--- config.mk ---
export PLATFORM = sky130hd
export DESIGN_NAME = ikin_sqrt_cell
export DESIGN_NICKNAME = d
export VERILOG_FILES = /design/src/rtl/core/ikin_pkg.sv /design/src/rtl/core/ikin_sqrt_cell.sv
export SDC_FILE = /design/constraint.sdc
export NUM_CORES = 1
export LEC_CHECK = 0
export ABC_AREA = 1
export BUFFER_PORTS_ARGS = -buffer_cell sky130_fd_sc_hd__clkbuf_2
export CORE_MARGIN = 8
export CORE_UTILIZATION = 60
export CTS_CLUSTER_DIAMETER = 150
export DETAILED_ROUTE_END_ITERATION = 7
export PLACE_DENSITY = 0.93
export REMOVE_ABC_BUFFERS = 1
export SYNTH_ARGS = -nofsm -noshare
export SYNTH_HDL_FRONTEND = slang
export SYNTH_SLANG_ARGS = --single-unit
export TNS_END_PERCENT = 30
--- constraint.sdc ---
create_clock -name clock -period 4.27 [get_ports clock]
set_input_delay 0.2135 -clock clock [delete_from_list [all_inputs] [get_ports clock]]
set_output_delay 0.2135 -clock clock [all_outputs]
set_load 0.05 [all_outputs]
--- src/rtl/core/ikin_pkg.sv ---
// Shared constants, types and tables of the arm inverse kinematics block.
// No dependencies; every other file but the macro header refers to it by scoped names.
`default_nettype none

package ikin_pkg;

   localparam int FRACTION_BITS = 4;
   localparam int CORDIC_STAGES = 16;
   localparam int SQRT_GUARD    = 14;
   localparam int PRESCALE      = 20;

   // chain lengths
   localparam int SQ_STEPS  = 32;
   localparam int DIV_STEPS = 20;

   // datapath widths
   localparam int SQW = 64;  // square root remainder and root
   localparam int PW  = 54;  // product of a delta and a root
   localparam int DVW = 56;  // numerator magnitude and divider remainder
   localparam int CW  = 44;  // CORDIC x and y
   localparam int ZW  = 27;  // CORDIC angle in 2^-16 degree
   localparam int SHW = 5;   // shift count inside a cell

   localparam logic [15:0]          LINK_RESET  = 16'(30 << FRACTION_BITS);
   localparam logic [SQW-1:0]       SQ_TOP_BIT  = SQW'(1) << (SQW - 2);
   localparam logic [14:0]          ANGLE_UP    = 15'd5760;
   localparam logic [14:0]          ANGLE_DOWN  = 15'd17280;
   localparam logic [14:0]          FULL_TURN   = 15'd23040;
   localparam logic signed [ZW-1:0] HALF_TURN_Z = ZW'(180 * 65536);
   localparam logic signed [ZW-1:0] ROUND_Z     = ZW'(512);
   localparam int                   ROUND_SHIFT = 10;

   // arctangent of 2^-i in 2^-16 degree
   localparam logic [22:0] ATAN_TAB [32] = '{
      23'd2949120, 23'd1740967, 23'd919879, 23'd466945,
      23'd234379,  23'd117304,  23'd58666,  23'd29335,
      23'd14668,   23'd7334,    23'd3667,   23'd1833,
      23'd917,     23'd458,     23'd229,    23'd115,
      23'd57,      23'd29,      23'd14,     23'd7,
      23'd4,       23'd2,       23'd1,      23'd0,
      23'd0,       23'd0,       23'd0,      23'd0,
      23'd0,       23'd0,       23'd0,      23'd0
   };

   typedef logic signed [19:0] coord_type;
   typedef logic signed [20:0] delta_type;
   typedef logic [14:0]        angle_type;

   // travels beside the square root chain
   typedef struct packed {
      logic      oor;
      logic      side;
      coord_type ax;
      coord_type ay;
      delta_type dx;
      delta_type dy;
   } sq_sb_type;

   // travels beside the divider chain
   typedef struct packed {
      logic        oor;
      coord_type   ax;
      coord_type   ay;
      delta_type   dx;
      delta_type   dy;
      logic        xneg;
      logic        yneg;
      logic [32:0] divisor;
   } dv_sb_type;

   // travels beside the CORDIC chain
   typedef struct packed {
      logic      oor;
      coord_type jx;
      coord_type jy;
      logic      fix1;
      angle_type fixv1;
      logic      fix2;
      angle_type fixv2;
   } cr_sb_type;

   // CORDIC start values of one vector
   typedef struct packed {
      logic signed [CW-1:0] x;
      logic signed [CW-1:0] y;
      logic signed [ZW-1:0] z;
      logic                 fix;
      angle_type            fixv;
   } cr_init_type;

   // one result word
   typedef struct packed {
      coord_type joint_x;
      coord_type joint_y;
      angle_type first_angle;
      angle_type second_angle;
      logic      out_of_reach;
   } rsp_word_type;

endpackage

`default_nettype wire

--- src/rtl/core/ikin_sqrt_cell.sv ---
// One bit step of the integer square root chain (one result bit, two bits of radicand per cell).
// Depends on ikin_pkg for widths.
`default_nettype none

module ikin_sqrt_cell (
   input  wire logic                     clock,
   input  wire logic                     advance,
   input  wire logic [ikin_pkg::SQW-1:0] step_bit,
   input  wire logic [ikin_pkg::SQW-1:0] num_in,
   input  wire logic [ikin_pkg::SQW-1:0] root_in,
   output logic      [ikin_pkg::SQW-1:0] num_out,
   output logic      [ikin_pkg::SQW-1:0] root_out
);

   logic [ikin_pkg::SQW-1:0] trial;
   logic                     take;
   logic [ikin_pkg::SQW-1:0] num_in_d;
   logic [ikin_pkg::SQW-1:0] root_in_d;
   logic [ikin_pkg::SQW-1:0] num_ff;
   logic [ikin_pkg::SQW-1:0] root_ff;

   // subtract the trial square when it fits
   always_comb begin
      trial     = root_in + step_bit;
      take      = (num_in >= trial);
      num_in_d  = take ? (num_in - trial) : num_in;
      root_in_d = take ? ((root_in >> 1) + step_bit) : (root_in >> 1);
   end

   always_ff @(posedge clock) begin
      if (advance) begin
         num_ff  <= num_in_d;
         root_ff <= root_in_d;
      end
   end

   assign num_out  = num_ff;
   assign root_out = root_ff;

endmodule

`default_nettype wire

==> results.cfg <==
[outcome]
status = complete, no violations

[yosys]
synth_area_sq_um = 22420
synth_seq_area_share = 0.1714
avgSynthCellArea_sq_um = 5.440
synthArstFlopShare = 0
synth-edff-count = 128
postSynthCellCount = 4122
ys_ff_latch = 128
yosysUniqueCellTypes = 40
ys_warn_count = 0
ys.flop_type = edfxtp_1

[cells_and_area]
insertedDiodeCount = 0
layout_common_cells = nand2_1 (1652), inv_1 (888), nor2_1 (380)
syn2layout_area_growth_pct = 14.56
layout-drive-gt1-share = 0.1044
final_cell_area_sq_um = 25690
layout_commonest_cell = nand2_1
fill_cells = 3663
nets = 4906

[die]
die_h_um = 209.3
fp.dieW_um = 209.3
coreArea_sq_um = 37220
io_pins = 322
start_util = 0.6024
dieArea_sq_um = 43810
std_cell_rows = 71

[clocking]
cts_sinks = 128
cts_setup_buffers = 0
clk_pin_slew_ps = 70
cts_root_buf = clkbuf_16
cts_max_level = 4
cts-resized-gates = 0
tritoncts = built
clockBufferDepth = 2
cts_buffers = 17
hold_buffers = 0

[timing]
min_period_ps = 3929
period_share = 0.9202
rsz0062_at_grt = false
fin_tns_setup_ps = 0
max_freq_ghz = 0.2545
whs_ps = 88.09
drv_slew = 0
tightest_slew_ps = 877.8
setup_violations = 0
max_slew_margin = 0.4148
hold_viol = 0

[worst_setup_path]
cp-start-kind = primary input
cp.arrival_ps = 4140
slowest_delay_ps = 430
critPathSlowestCell = ha_1
path_buf_inv = 6
cp-end-kind = register
worstPathMaxFanout = 30
criticalPathCategory = primary input to register
crit_path_frequent_cell = nand2_1
crit_chain = clkbuf_2 > ha_1 > nand2_1 > nor2_1 > inv_1 > nor2_1 > inv_1 > nor2_1 > nand4_1 > nand3b_1 > nand2_1 > ha_1 > nand2_1 > nor2_2 > nand2_1 > inv_1 > and3_2 > nand3_4 > nand3_4 > buf_12 > buf_12 > o21ai_1
required_ps = 4480
cp_top_family = simple AND/OR/NAND/NOR gates

[global_routing]
grt_pass1_vias = 25650
grt.total_usage = 0.4010
grt_pass1_wl_um = 136600
antenna_found_initial = 0
grt_max_degree = 66
grt_overflow = 0

[drt]
avgViaCountPerCell = 5.510
routed_wl_um = 90350
drt_iter0_drc = 3307
dr.pass1.iters = 6
ant_nets = 0
wl_per_cell_um = 18.05
remaining_drc_errors = 0
vias = 27580

[placed_design]
place_area_sq_um = 25140
portBuffers = 321
gp_congestion = 1.120
dp_hpwl_um = 77750

[worst_hold_path]
worstHoldPathType = primary input to register

[pwr]
ir_worst_vdd_mv = 0.3334
p_leak_nw = 15.32
fin_total_pwr_mw = 9.340
powerDensity_nw_per_um2 = 363.6

[job]
max-cap-violations = 0
-- sequential cells by signal (all words and copies together) (netlist names) --
name and count:
num_out 64, root_out 64
-- power breakdown --
group | internal (mW) | leakage [nW] | switching, mW
combinational | 1.76 | 13.8 | 4.24
sequential | 1.78 | 1.25 | 0.0925
clock | 0.846 | 0.266 | 0.627
-- Yosys cell counts (2+ instances only) --
library cell | n | share of area
a21o_1 | 2 | 0.00067
a21oi_1 | 168 | 0.037
and2_1 | 7 | 0.0020
and3_1 | 3 | 0.00084
buf_2 | 2 | 0.00045
buf_4 | 6 | 0.0020
buf_6 | 14 | 0.0070
clkbuf_1 | 13 | 0.0022
clkinv_1 | 7 | 0.0012
edfxtp_1 | 128 | 0.17
fa_1 | 3 | 0.0027
ha_1 | 190 | 0.11
inv_1 | 888 | 0.15
inv_2 | 9 | 0.0015
nand2_1 | 1652 | 0.28
nand2_2 | 4 | 0.0011
nand3_1 | 206 | 0.046
nand3_4 | 2 | 0.0016
nand3b_1 | 23 | 0.0077
nand4_1 | 88 | 0.025
nor2_1 | 380 | 0.064
nor2_2 | 8 | 0.0022
nor3_1 | 38 | 0.0085
nor4_1 | 8 | 0.0022
nor4_2 | 2 | 0.0011
o21a_1 | 6 | 0.0020
o21ai_0 | 66 | 0.015
o21ai_1 | 83 | 0.019
o21bai_1 | 10 | 0.0033
xnor2_1 | 32 | 0.012
xor2_1 | 65 | 0.025
-- layer usage --
metal	global-route usage	vias to the layer above	share of wire
met2	0.6488	1618	0.44
met5	0	-	0
met4	0.2583	0	0.073
met1	0.4843	12120	0.38
li1	-	13510	-
met3	0.07667	323	0.11
-- logic make-up (layout without fill, tap and decap cells) --
group | count (synthesis) | count (layout) | synth area share
xor+xnor | 97 | 97 | 0.03789
simple gates | 2427 | 2427 | 0.4405
buf+inv | 940 | 1349 | 0.1637
flops | 128 | 128 | 0.1714
compound gates | 337 | 337 | 0.07789
fa+ha+maj | 193 | 193 | 0.1087
-- stage by stage --
step	worst slack (ps)	cells	util
finish	340.7	5005	0.6901
global route	35.13	5005	0.6901
CTS	468.1	5005	0.6901
detailed placement	-5.894	4974	0.6753
global placement	56.43	4974	0.6753
floorplan	-1069	4086	-
-- worst paths after layout --
check          to  cells after the start         from
max    num_out[8]                     22  root_in[42]
min    num_out[0]                      3    num_in[0]
-- layout make-up --
cell class,instances,area [sq um],area share
clock buffers,19,432.9,0.01685
clock inverters,12,120.1,0.004676
inverters,904,3393,0.1321
multi-input cells,3054,14910,0.5804
flip-flops and latches,128,3844,0.1496
well taps,474,593.1,0.02309
repair buffers,414,2395,0.09322
No activity file was read; power rests on OpenSTA's default activity.
