==> src/rtl/core/ikin_pkg.sv <==
// Shared constants, types and tables of the arm inverse kinematics block.
// No dependencies; every other file but the macro header refers to it by scoped names.
`default_nettype none

package ikin_pkg;

   localparam int FRACTION_BITS = 4;
   localparam int CORDIC_STAGES = 16;
   localparam int SQRT_GUARD    = 14;
   localparam int PRESCALE      = 20;

   // chain lengths
   localparam int SQ_STEPS  = 32;
   localparam int DIV_STEPS = 20;

   // datapath widths
   localparam int SQW = 64;  // square root remainder and root
   localparam int PW  = 54;  // product of a delta and a root
   localparam int DVW = 56;  // numerator magnitude and divider remainder
   localparam int CW  = 44;  // CORDIC x and y
   localparam int ZW  = 27;  // CORDIC angle in 2^-16 degree
   localparam int SHW = 5;   // shift count inside a cell

   localparam logic [15:0]          LINK_RESET  = 16'(30 << FRACTION_BITS);
   localparam logic [SQW-1:0]       SQ_TOP_BIT  = SQW'(1) << (SQW - 2);
   localparam logic [14:0]          ANGLE_UP    = 15'd5760;
   localparam logic [14:0]          ANGLE_DOWN  = 15'd17280;
   localparam logic [14:0]          FULL_TURN   = 15'd23040;
   localparam logic signed [ZW-1:0] HALF_TURN_Z = ZW'(180 * 65536);
   localparam logic signed [ZW-1:0] ROUND_Z     = ZW'(512);
   localparam int                   ROUND_SHIFT = 10;

   // arctangent of 2^-i in 2^-16 degree
   localparam logic [22:0] ATAN_TAB [32] = '{
      23'd2949120, 23'd1740967, 23'd919879, 23'd466945,
      23'd234379,  23'd117304,  23'd58666,  23'd29335,
      23'd14668,   23'd7334,    23'd3667,   23'd1833,
      23'd917,     23'd458,     23'd229,    23'd115,
      23'd57,      23'd29,      23'd14,     23'd7,
      23'd4,       23'd2,       23'd1,      23'd0,
      23'd0,       23'd0,       23'd0,      23'd0,
      23'd0,       23'd0,       23'd0,      23'd0
   };

   typedef logic signed [19:0] coord_type;
   typedef logic signed [20:0] delta_type;
   typedef logic [14:0]        angle_type;

   // travels beside the square root chain
   typedef struct packed {
      logic      oor;
      logic      side;
      coord_type ax;
      coord_type ay;
      delta_type dx;
      delta_type dy;
   } sq_sb_type;

   // travels beside the divider chain
   typedef struct packed {
      logic        oor;
      coord_type   ax;
      coord_type   ay;
      delta_type   dx;
      delta_type   dy;
      logic        xneg;
      logic        yneg;
      logic [32:0] divisor;
   } dv_sb_type;

   // travels beside the CORDIC chain
   typedef struct packed {
      logic      oor;
      coord_type jx;
      coord_type jy;
      logic      fix1;
      angle_type fixv1;
      logic      fix2;
      angle_type fixv2;
   } cr_sb_type;

   // CORDIC start values of one vector
   typedef struct packed {
      logic signed [CW-1:0] x;
      logic signed [CW-1:0] y;
      logic signed [ZW-1:0] z;
      logic                 fix;
      angle_type            fixv;
   } cr_init_type;

   // one result word
   typedef struct packed {
      coord_type joint_x;
      coord_type joint_y;
      angle_type first_angle;
      angle_type second_angle;
      logic      out_of_reach;
   } rsp_word_type;

endpackage

`default_nettype wire

==> src/rtl/core/ikin_div_cell.sv <==
// One quotient bit of the restoring divider chain.
// Depends on ikin_pkg for widths.
`default_nettype none

module ikin_div_cell (
   input  wire logic [ikin_pkg::SHW-1:0]  shift,
   input  wire logic                      clock,
   input  wire logic                      advance,
   input  wire logic [32:0]               divisor,
   input  wire logic [ikin_pkg::DVW-1:0]  rem_in,
   input  wire logic [ikin_pkg::DIV_STEPS-1:0] quot_in,
   output logic      [ikin_pkg::DVW-1:0]  rem_out,
   output logic      [ikin_pkg::DIV_STEPS-1:0] quot_out
);

   logic [ikin_pkg::DVW-1:0]       trial;
   logic                           take;
   logic [ikin_pkg::DVW-1:0]       rem_in_d;
   logic [ikin_pkg::DIV_STEPS-1:0] quot_in_d;
   logic [ikin_pkg::DVW-1:0]       rem_ff;
   logic [ikin_pkg::DIV_STEPS-1:0] quot_ff;

   // divisor aligned to this cell's quotient bit
   always_comb begin
      trial     = ikin_pkg::DVW'(divisor) << shift;
      take      = (rem_in >= trial);
      rem_in_d  = take ? (rem_in - trial) : rem_in;
      quot_in_d = {quot_in[ikin_pkg::DIV_STEPS-2:0], take};
   end

   always_ff @(posedge clock) begin
      if (advance) begin
         rem_ff  <= rem_in_d;
         quot_ff <= quot_in_d;
      end
   end

   assign rem_out  = rem_ff;
   assign quot_out = quot_ff;

endmodule

`default_nettype wire

==> config.mk <==
export PLATFORM = sky130hd
export DESIGN_NAME = ikin_div_cell
export DESIGN_NICKNAME = d
export VERILOG_FILES = /design/src/rtl/core/ikin_pkg.sv /design/src/rtl/core/ikin_div_cell.sv
export SDC_FILE = /design/constraint.sdc
export NUM_CORES = 1
export LEC_CHECK = 0
export BUFFER_PORTS_ARGS = -buffer_cell sky130_fd_sc_hd__buf_2
export CAP_MARGIN = 30
export CORE_MARGIN = 1.5
export CORE_UTILIZATION = 40
export DETAILED_ROUTE_END_ITERATION = 12
export HOLD_SLACK_MARGIN = 0.12
export MAX_ROUTING_LAYER = met4
export PLACE_DENSITY_LB_ADDON = 0.12
export SLEW_MARGIN = 5
export SYNTH_ARGS = -nofsm -noshare
export SYNTH_HDL_FRONTEND = slang
export SYNTH_SLANG_ARGS = --single-unit
==> constraint.sdc <==
create_clock -name clock -period 6.8 [get_ports clock]
set_input_delay 1.02 -clock clock [delete_from_list [all_inputs] [get_ports clock]]
set_output_delay 1.02 -clock clock [all_outputs]
set_load 0.02 [all_outputs]
==> results of run 1 <==
## layout by cell type (no fill, tap or decap), drive strengths merged, types with 18 or more instances in the layout
master,count
xor2,22
buf,208
xnor2,26
ha,57
nor2,64
mux2,22
a21oi,95
mux2i,27
nand3,20
nand4,18
a21o,35
inv,23
o21ai,115
edfxtp,76
nand2,150
## critical path: stages
cell and delay (ps):
buf_2 490, buf_4 270, mux2_2 360, mux2_2 280, mux2_2 280, mux2i_1 250, nor2_1 60, a31oi_1 280
ha_1 400, nand3_1 180, nor4_1 350, nand4_1 220, o21ai_1 210, o22ai_1 140, a31oi_4 250, o21ai_4 300
o21ai_0 510
## per-layer routing
metal | track usage (%) | vias to the layer above | share of wire (%)
met3 | 3.49 | 20 | 7.2
met4 | 4.50 | 0 | 1.1
met5 | - | - | 0
met1 | 36.0 | 3672 | 49
li1 | - | 4011 | -
met2 | 37.1 | 305 | 43
## state kept, by name, summed over array words and instances, names as in the netlist
signal / cells
rem_out: 56
quot_out: 20
## logic make-up (layout without fill, tap and decap cells)
group,after synthesis,in the layout,synth area share (%)
AOI/OAI and AO/OA,335,335,25.0
buffers and inverters,84,248,5.62
adders and majority gates,58,58,8.73
xor gates and xnor gates,48,48,5.01
and+or+nand+nor,329,329,18.0
DFF,76,76,27.2
muxes,65,65,10.5
## path summary, 6_finish.rpt
kind / startpoint / end / slack [ps] / cells after the start
hold / removal: quot_in[1] / quot_out[2] / 840 / 1
setup / recovery: shift[0] / rem_out[33] / 1000 / 17
## area by class of cell
class,instances,share of cell area (%)
multi-input cells,835,58.0
clock buffers,9,2.31
well taps,270,3.47
clock inverters,7,0.527
inverters,24,0.925
repair buffers,208,11.3
flip-flops and latches,76,23.4
## power by group through the flow
stage	sequential (W)	clock (W)	combinational, W
floorplan	0.000767	0	0.000679
global placement	0.000654	0	0.00110
detailed placement	0.000655	0	0.00110
CTS	0.000646	0.000471	0.00110
global route	0.000652	0.000488	0.00121
finish	0.000645	0.000456	0.00111
## per-stage QoR
step	worst slack, ps	power, W	hold slack, ps	util (%)	cell area (sq um)
floorplan	1720	0.00145	1120	-	8400
global placement	705	0.00175	1200	46.3	9460
detailed placement	753	0.00175	1200	46.3	9460
CTS	1080	0.00222	832	47.7	9740
global route	574	0.00235	833	47.7	9740
finish	999	0.00221	843	47.7	9740
==> reports/results.tsv, run 1 <==
stage	metric	value	unit
worst_setup_path	worstPathRequired	6880	ps
pwr	power_density	227	mW/mm^2
drt	drc_errors	0	
finish	nets	1328	
clock_network	htree_num_levels	3	
finish	multiInputGateArea	0.00565	sq mm
yosys	synth.avg_cell_area	8.44	sq um
die	die_x	148	um
clock_network	post_cts_resized	0	
drt	ant_nets	0	
finish	fill_cells	2088	
drt	dr.pass1.iters	6	
drt	viasPerCell	5.60	
finish	diodes	0	
place	place_congestion	0.924	
die	dieArea	0.0219	sq mm
yosys	synth_top_cells_by_area	edfxtp_1 27%, ha_1 8.5%, nand2_1 6.7%, o21ai_0 6.1%, a21oi_1 5.5%	
global_route	grt_antenna_before_repair	0	
die	start_util	41.1	%
clock_network	cts_buffers	9	
yosys	synth_top_area_cell	edfxtp_1	
yosys	yosysWarningCount	0	
global_route	grt_max_degree	63	
timing	slew_headroom	38.3	%
worst_setup_path	worst-setup-path-type	in2reg	
yosys	netlist_instances	995	
pwr	clockPowerShare	20.6	%
timing	final.min_clock_period	5800	ps
yosys	synth_most_common_cell	nand2_1	
clock_network	cts_hold_buffers	0	
drt	vias	8008	
die	die_h	148	um
die	io_pins	192	
yosys	synthArstFlopShare	0	%
pwr	switching_share	41.7	%
finish	syn2layout_area_growth	16.0	%
timing	period_share	85.3	%
drt	drt_iter0_drc	526	
global_route	grt_pass1_vias	7339	
finish	layoutNonFillerInstCount	1429	
finish	ff_latch_area	0.00228	sq mm
yosys	synth_edf_count	76	
die	coreArea	0.0204	sq mm
clock_network	cts_tree	done	
global_route	overflow	0	
pwr	intPower	0.00129	W
clock_network	post-cts-setup-buffers	0	
drt	wire_per_inst	18.7	um
timing	hold_viol_final	0	
clock_network	path_clk_slew	60	ps
die	rows	52	
yosys	yosysSeqAreaShare	27.2	%
timing	tightest_slew	923	ps
timing	rsz0062_at_grt	no	
place	dp_cells	1413	
worst_setup_path	arrival	5880	ps
yosys	ys_top_cells_by_count	150 x nand2_1, 102 x o21ai_0, 92 x a21oi_1, 76 x edfxtp_1, 64 x nor2_1	
pwr	vdd.ir_drop.worst	105	uV
worst_setup_path	cp-start-kind	input port	
pwr	combinationalPowerShare	50.2	%
timing	final.setup.tns	0	ps
yosys	ys_ff_latch	76	
yosys	syn_area	0.00840	sq mm
timing	drv_slew	0	
yosys	ys_types	82	
yosys	synth-main-ff-cell	edfxtp_1	
yosys	synthesis.nets	1169	
place	hpwl	22200	um
run_status	status	finished, final reports clean	
pwr	power_leakage	4.12	nW
global_route	grt_pass1_wl	40700	um
worst_setup_path	critPathMaxFanout	34	
finish	drive_gt1_share	24.8	%
global_route	gr-usage-all-layers	24.8	%
pwr	power_frac_seq	29.2	%
timing	finalSetupViolCount	0	
clock_network	clockBufferDepth	2	
clock_network	cts_num_sinks	76	
clock_network	cts-root-buf	clkbuf_16	
place	io_buffers	190	
worst_setup_path	worstSetupEndpointType	flop	
drt	wl	26700	um
timing	fmax	172	MHz
yosys	synth_top_area_share	27.2	%
hold_path	hold_path.class	in2reg	
pwr	p_switching	0.000922	W
flow_run	maxCapViolCount	0	
(Power assumes the default switching activity.)
==> inputs of run 2 (changes only) <==
Settings changed: CORE_UTILIZATION 40 to 56.
==> run 2 against run 1 <==
Against the previous run: non-clock buffer count decreased by 8; sequential share of layout area increased by 0.38 points; first-iteration DRC count increased by 69%; final cell count decreased by 6.6%; power decreased by 0.49%; wire length decreased by 5.7%; via count increased by 2.4%; worst hold slack improved by 4.4 ps; critical path depth unchanged; utilization increased by 18 points; die area decreased by 28%.
==> reports/results.tsv, run 2 (same netlist as run 1, synthesis figures left out) <==
stage	metric	value	unit	change
run_status	status	finished, final reports clean		
worst_setup_path	worstSetupEndpointType	flop		
timing	final.setup.tns	0	ps	unchanged
timing	slew_headroom	44.2	%	+6.0 points
finish	syn2layout_area_growth	14.1	%	
pwr	power_leakage	4.08	nW	-0.97%
hold_path	min_to	quot_out[12]		
clock_network	post_cts_resized	0		unchanged
place	io_buffers	190		unchanged
drt	drc_errors	0		unchanged
global_route	grt_pass1_vias	7520		+2.5%
timing	rsz0062_at_grt	no		
global_route	overflow	0		unchanged
finish	diodes	0		unchanged
timing	finalSetupViolCount	0		unchanged
worst_setup_path	worstPathRequired	6920	ps	+40 ps
place	place_congestion	0.940		+1.7%
die	coreArea	0.0146	sq mm	-29%
flow_run	maxCapViolCount	0		unchanged
clock_network	path_clk_slew	70	ps	about the same
die	die_h	125	um	-15%
hold_path	hold_path.class	in2reg		
pwr	power_density	229	mW/mm^2	+1.1%
drt	drt_iter0_drc	891		+69%
worst_setup_path	critPathMaxFanout	30		-12%
place	hpwl	20600	um	-7.3%
clock_network	cts-root-buf	clkbuf_16		
finish	fill_cells	1302		-38%
finish	final_common_cell	buf_2		
clock_network	post-cts-setup-buffers	0		unchanged
global_route	gr-usage-all-layers	32.8	%	+7.9 points
clock_network	cts_tree	done		
global_route	grt_pass1_wl	39500	um	-2.8%
drt	wire_per_inst	18.9	um	+0.91%
global_route	grt_max_degree	67		+6.3%
hold_path	hp-start	quot_in[11]		
timing	period_share	81.8	%	-3.5 points
timing	hold_viol_final	0		unchanged
worst_setup_path	arrival	5690	ps	-190 ps
worst_setup_path	worst-setup-path-type	in2reg		
finish	drive_gt1_share	24.2	%	-0.61 points
finish	nets	1320		-0.60%
timing	fmax	180	MHz	+4.3%
clock_network	clockBufferDepth	2		unchanged
drt	dr.pass1.iters	6		unchanged
die	die_x	125	um	-15%
die	start_util	57.6	%	+16 points
timing	tightest_slew	836	ps	-86.1 ps
finish	layout_common_cells	189 x buf_2, 150 x nand2_1, 102 x o21ai_0		
pwr	vdd.ir_drop.worst	158	uV	+50%
die	rows	44		-15%
worst_setup_path	cp-start-kind	input port		
drt	ant_nets	0		unchanged
global_route	grt_antenna_before_repair	0		unchanged
clock_network	cts_hold_buffers	0		unchanged
die	dieArea	0.0157	sq mm	-28%
timing	final.min_clock_period	5560	ps	-238 ps
clock_network	cts_num_sinks	76		unchanged
finish	final_cell_area	0.00958	sq mm	-1.6%
place	dpl_cell_area	0.00931	sq mm	-1.6%
clock_network	htree_num_levels	3		unchanged
finish	largest_register_ffs	56		unchanged
clock_network	cts_buffers	9		unchanged
drt	wl	25200	um	-5.7%
drt	vias	8202		+2.4%
timing	drv_slew	0		unchanged
drt	viasPerCell	6.14		+9.6%
die	io_pins	192		unchanged
pwr	total_power	0.00220	W	-0.49%
hold_path	whs_path_depth	1		unchanged
## run 2: cell types whose count changed in the layout (fill, tap and decap cells not counted), sizes merged
cell      previous run  this run
inv                 23        24
clkbuf               9        10
clkinvlp             2         3
clkinv               6         3
buf                208       200
## run 2: final cells by class
type	instances	area, sq um	area share, %
Clock inverter	6	48.8	0.509
Sequential cell	76	2280	23.8
Multi-Input combinational cell	835	5650	59.0
Inverter	24	90.1	0.940
Timing Repair Buffer	200	1050	11.0
Tap cell	184	230	2.40
Clock buffer	10	229	2.39
## run 2: worst max path at each step
stage	from	endpoint	slack [ps]	depth (start not counted)
2_1_floorplan	shift[0]	rem_out[26]	1720	20
3_5_place_dp	shift[1]	rem_out[26]	940	17
4_1_cts	shift[1]	rem_out[26]	1310	17
6_report	shift[1]	rem_out[33]	1240	17
3_3_place_gp	shift[1]	rem_out[26]	970	17
5_1_grt	shift[1]	rem_out[26]	1020	17
## run 2: routing by layer
metal  up-vias  track usage [%]  wire [um]
li1       4009                -          -
met1      3761             46.5      11600
met2       390             49.2      10900
met3        42             4.41       2020
met4         0             9.22        611
met5         -                -          0
## run 2: per-stage QoR
stage          hold WS [ps]  instances  util (%)  worst slack [ps]
6_report                847       1335      65.7              1240
5_1_grt                 838       1335      65.7              1020
4_1_cts                 836       1335      65.7              1310
3_5_place_dp           1200       1319      63.8               939
3_3_place_gp           1200       1319      63.8               968
2_1_floorplan          1120        995         -              1720
## run 2: power breakdown
part,total [W],internal (W),switching (W)
combinational,0.00110,0.000405,0.000691
sequential,0.000645,0.000628,0.0000170
clock,0.000458,0.000250,0.000208
total,0.00220,0.00128,0.000916
## run 2: critical path, cell delays in order
cell and delay [ps]:
buf_2 210, inv_1 380, mux2_2 410, mux2_2 290, o21ai_0 360, nor2_1 100, nor2_1 180, ha_1 290
and3_4 260, nor4b_1 360, nand3_1 250, o2bb2ai_2 270, a21oi_2 150, a31oi_4 250, o21ai_4 260, buf_4 260
o21ai_0 350
==> inputs of run 3 (changes only) <==
Clock period 6.8 ns to 5.6 ns, I/O delays scaled along.
==> run 3 against run 2 <==
Against the previous run: worst hold slack lost 180 ps; sequential share of layout area decreased by 0.49 points; power grew 23%; largest cell class unchanged; count of clock-buffer cells in the layout did not move; clock power rose by 21%; critical endpoint is now rem_out[47]; sequential power is 22% higher; largest power group unchanged; highest routed layer unchanged.
==> reports/results.tsv, run 3 (same netlist as run 1, synthesis figures left out) <==
stage	metric	value	unit	change
clock_network	post-cts-setup-buffers	0		unchanged
finish	layout_common_cells	189 x buf_2, 150 x nand2_1, 102 x o21ai_0		
timing	drv_slew	0		unchanged
drt	drc_errors	0		unchanged
global_route	gr-usage-all-layers	32.6	%	-0.17 points
run_status	status	finished, final reports clean		
timing	finalSetupViolCount	0		unchanged
drt	wl	25300	um	+0.42%
die	rows	44		unchanged
timing	final.min_clock_period	5010	ps	
clock_network	cts_tree	done		
worst_setup_path	worstPathCellList	buf_2, buf_12, mux4_2, mux2i_1, nand2_1, o21ai_0, nor2_1, a21oi_1, ha_1, a21oi_1, o21ai_0, a221o_1, nand2_1, o21ai_0, o21ai_0, nand2_1, o211ai_1, nor3b_1, o31ai_1		
worst_setup_path	worstPathRequired	5690	ps	-1230 ps
clock_network	cts_num_sinks	76		unchanged
drt	dr.pass1.iters	5		-1
global_route	grt_pass1_wl	39000	um	-1.3%
drt	vias	8341		+1.7%
drt	drt_iter0_drc	736		-17%
global_route	met2_usage	48.7	%	-0.48 points
timing	slew_headroom	39.9	%	-4.3 points
worst_setup_path	cp-start-kind	input port		
pwr	power_density	277	mW/mm^2	+21%
timing	rsz0062_at_grt	no		
place	io_buffers	190		unchanged
finish	final_cell_area	0.00979	sq mm	+2.1%
place	dpl_cell_area	0.00951	sq mm	+2.2%
clock_network	htree_num_levels	3		unchanged
place	place_congestion	0.991		+5.5%
die	die_h	125	um	unchanged
finish	drive_gt1_share	26.0	%	+1.7 points
die	coreArea	0.0146	sq mm	unchanged
clock_network	cts_hold_buffers	0		unchanged
timing	period_share	89.5	%	
clock_network	clockBufferDepth	2		unchanged
worst_setup_path	critPathMaxFanout	32		+6.7%
worst_setup_path	arrival	5110	ps	-580 ps
drt	viasPerCell	6.12		-0.32%
global_route	grt_antenna_before_repair	0		unchanged
timing	final.setup.tns	0	ps	unchanged
finish	diodes	0		unchanged
clock_network	cts_buffers	9		unchanged
timing	tightest_slew	901	ps	+64.6 ps
timing	hold_viol_final	0		unchanged
worst_setup_path	worstSetupEndpointType	flop		
pwr	power_leakage	4.21	nW	+3.2%
global_route	gr-usage-met3	7.53	%	+3.1 points
clock_network	post_cts_resized	0		unchanged
timing	fmax	199	MHz	
finish	multiInputGateArea	0.00565	sq mm	unchanged
finish	fill_cells	1259		-3.3%
global_route	busiest_layer	met2		
global_route	grt_pass1_vias	7537		+0.23%
worst_setup_path	cp_slowest_cell	mux4_2		
clock_network	cts-root-buf	clkbuf_16		
die	dieArea	0.0157	sq mm	unchanged
finish	ff_latch_area	0.00228	sq mm	unchanged
global_route	grt_max_degree	70		+4.5%
drt	wire_per_inst	18.6	um	-1.6%
worst_setup_path	cpPeakStageDelay	540	ps	+130 ps
hold_path	hp-start	quot_in[4]		
global_route	met1_usage	44.0	%	-2.5 points
place	dp_cells	1346		+2.0%
finish	syn2layout_area_growth	16.6	%	
hold_path	min_to	quot_out[5]		
die	die_x	125	um	unchanged
flow_run	maxCapViolCount	0		unchanged
worst_setup_path	path_common_cell	o21ai_0		
hold_path	whs_path_depth	1		unchanged
drt	ant_nets	0		unchanged
global_route	overflow	0		unchanged
die	start_util	57.6	%	unchanged
hold_path	hold_path.class	in2reg		
finish	layoutNonFillerInstCount	1362		+2.0%
place	hpwl	20900	um	+1.3%
finish	final_common_cell	buf_2		
pwr	vdd.ir_drop.worst	151	uV	-4.3%
worst_setup_path	worst-setup-path-type	in2reg		
finish	largest_register_ffs	56		unchanged
finish	nets	1347		+2.0%
die	io_pins	192		unchanged
clock_network	path_clk_slew	60	ps	about the same
## run 3: cell types whose count changed in the layout (fill, tap and decap cells not counted)
cell	change
buf_4	+27
## run 3: through the flow
| step | util (%) | hold slack (ps) | power [W] | worst slack [ps] |
|---|---|---|---|---|
| after floorplan | - | 939 | 0.00176 | 695 |
| after global placement | 65.2 | 1020 | 0.00212 | 356 |
| after detailed placement | 65.2 | 1020 | 0.00214 | 336 |
| after CTS | 67.1 | 662 | 0.00269 | 701 |
| after global routing | 67.1 | 659 | 0.00286 | 281 |
| final | 67.1 | 667 | 0.00271 | 585 |
## run 3: worst max-delay path by stage
stage | slack [ps] | to | start | cells past startpoint
final | 590 | rem_out[47] | shift[0] | 19
after global routing | 280 | rem_out[47] | shift[0] | 19
after CTS | 700 | rem_out[47] | shift[0] | 19
after detailed placement | 340 | rem_out[47] | shift[0] | 19
after global placement | 360 | rem_out[2] | shift[0] | 18
after floorplan | 700 | rem_out[26] | shift[0] | 20
## run 3: metal layers
metal,up-vias,share of wire [%]
li1,4058,-
met1,3820,43
met2,415,44
met3,48,10
met4,0,2.6
met5,-,0
## run 3: area by class of cell
cell class | instances | share of cell area [%]
multi-input cells | 835 | 57.7
flip-flops and latches | 76 | 23.3
repair buffers | 227 | 12.8
well taps | 184 | 2.35
clock buffers | 10 | 2.34
inverters | 24 | 0.920
clock inverters | 6 | 0.499
## run 3: critical path: cells and delay by family
| family | cells | cell delay, ps |
|---|---|---|
| compound gates | 9 | 2120 |
| fa+ha+maj | 1 | 340 |
| buf+inv | 2 | 320 |
| mux | 2 | 770 |
| simple gates | 5 | 690 |
## run 3: where the power goes
group	internal, W	switching, W
sequential	0.000763	0.0000219
combinational	0.000523	0.000845
clock	0.000304	0.000250
total	0.00159	0.00112
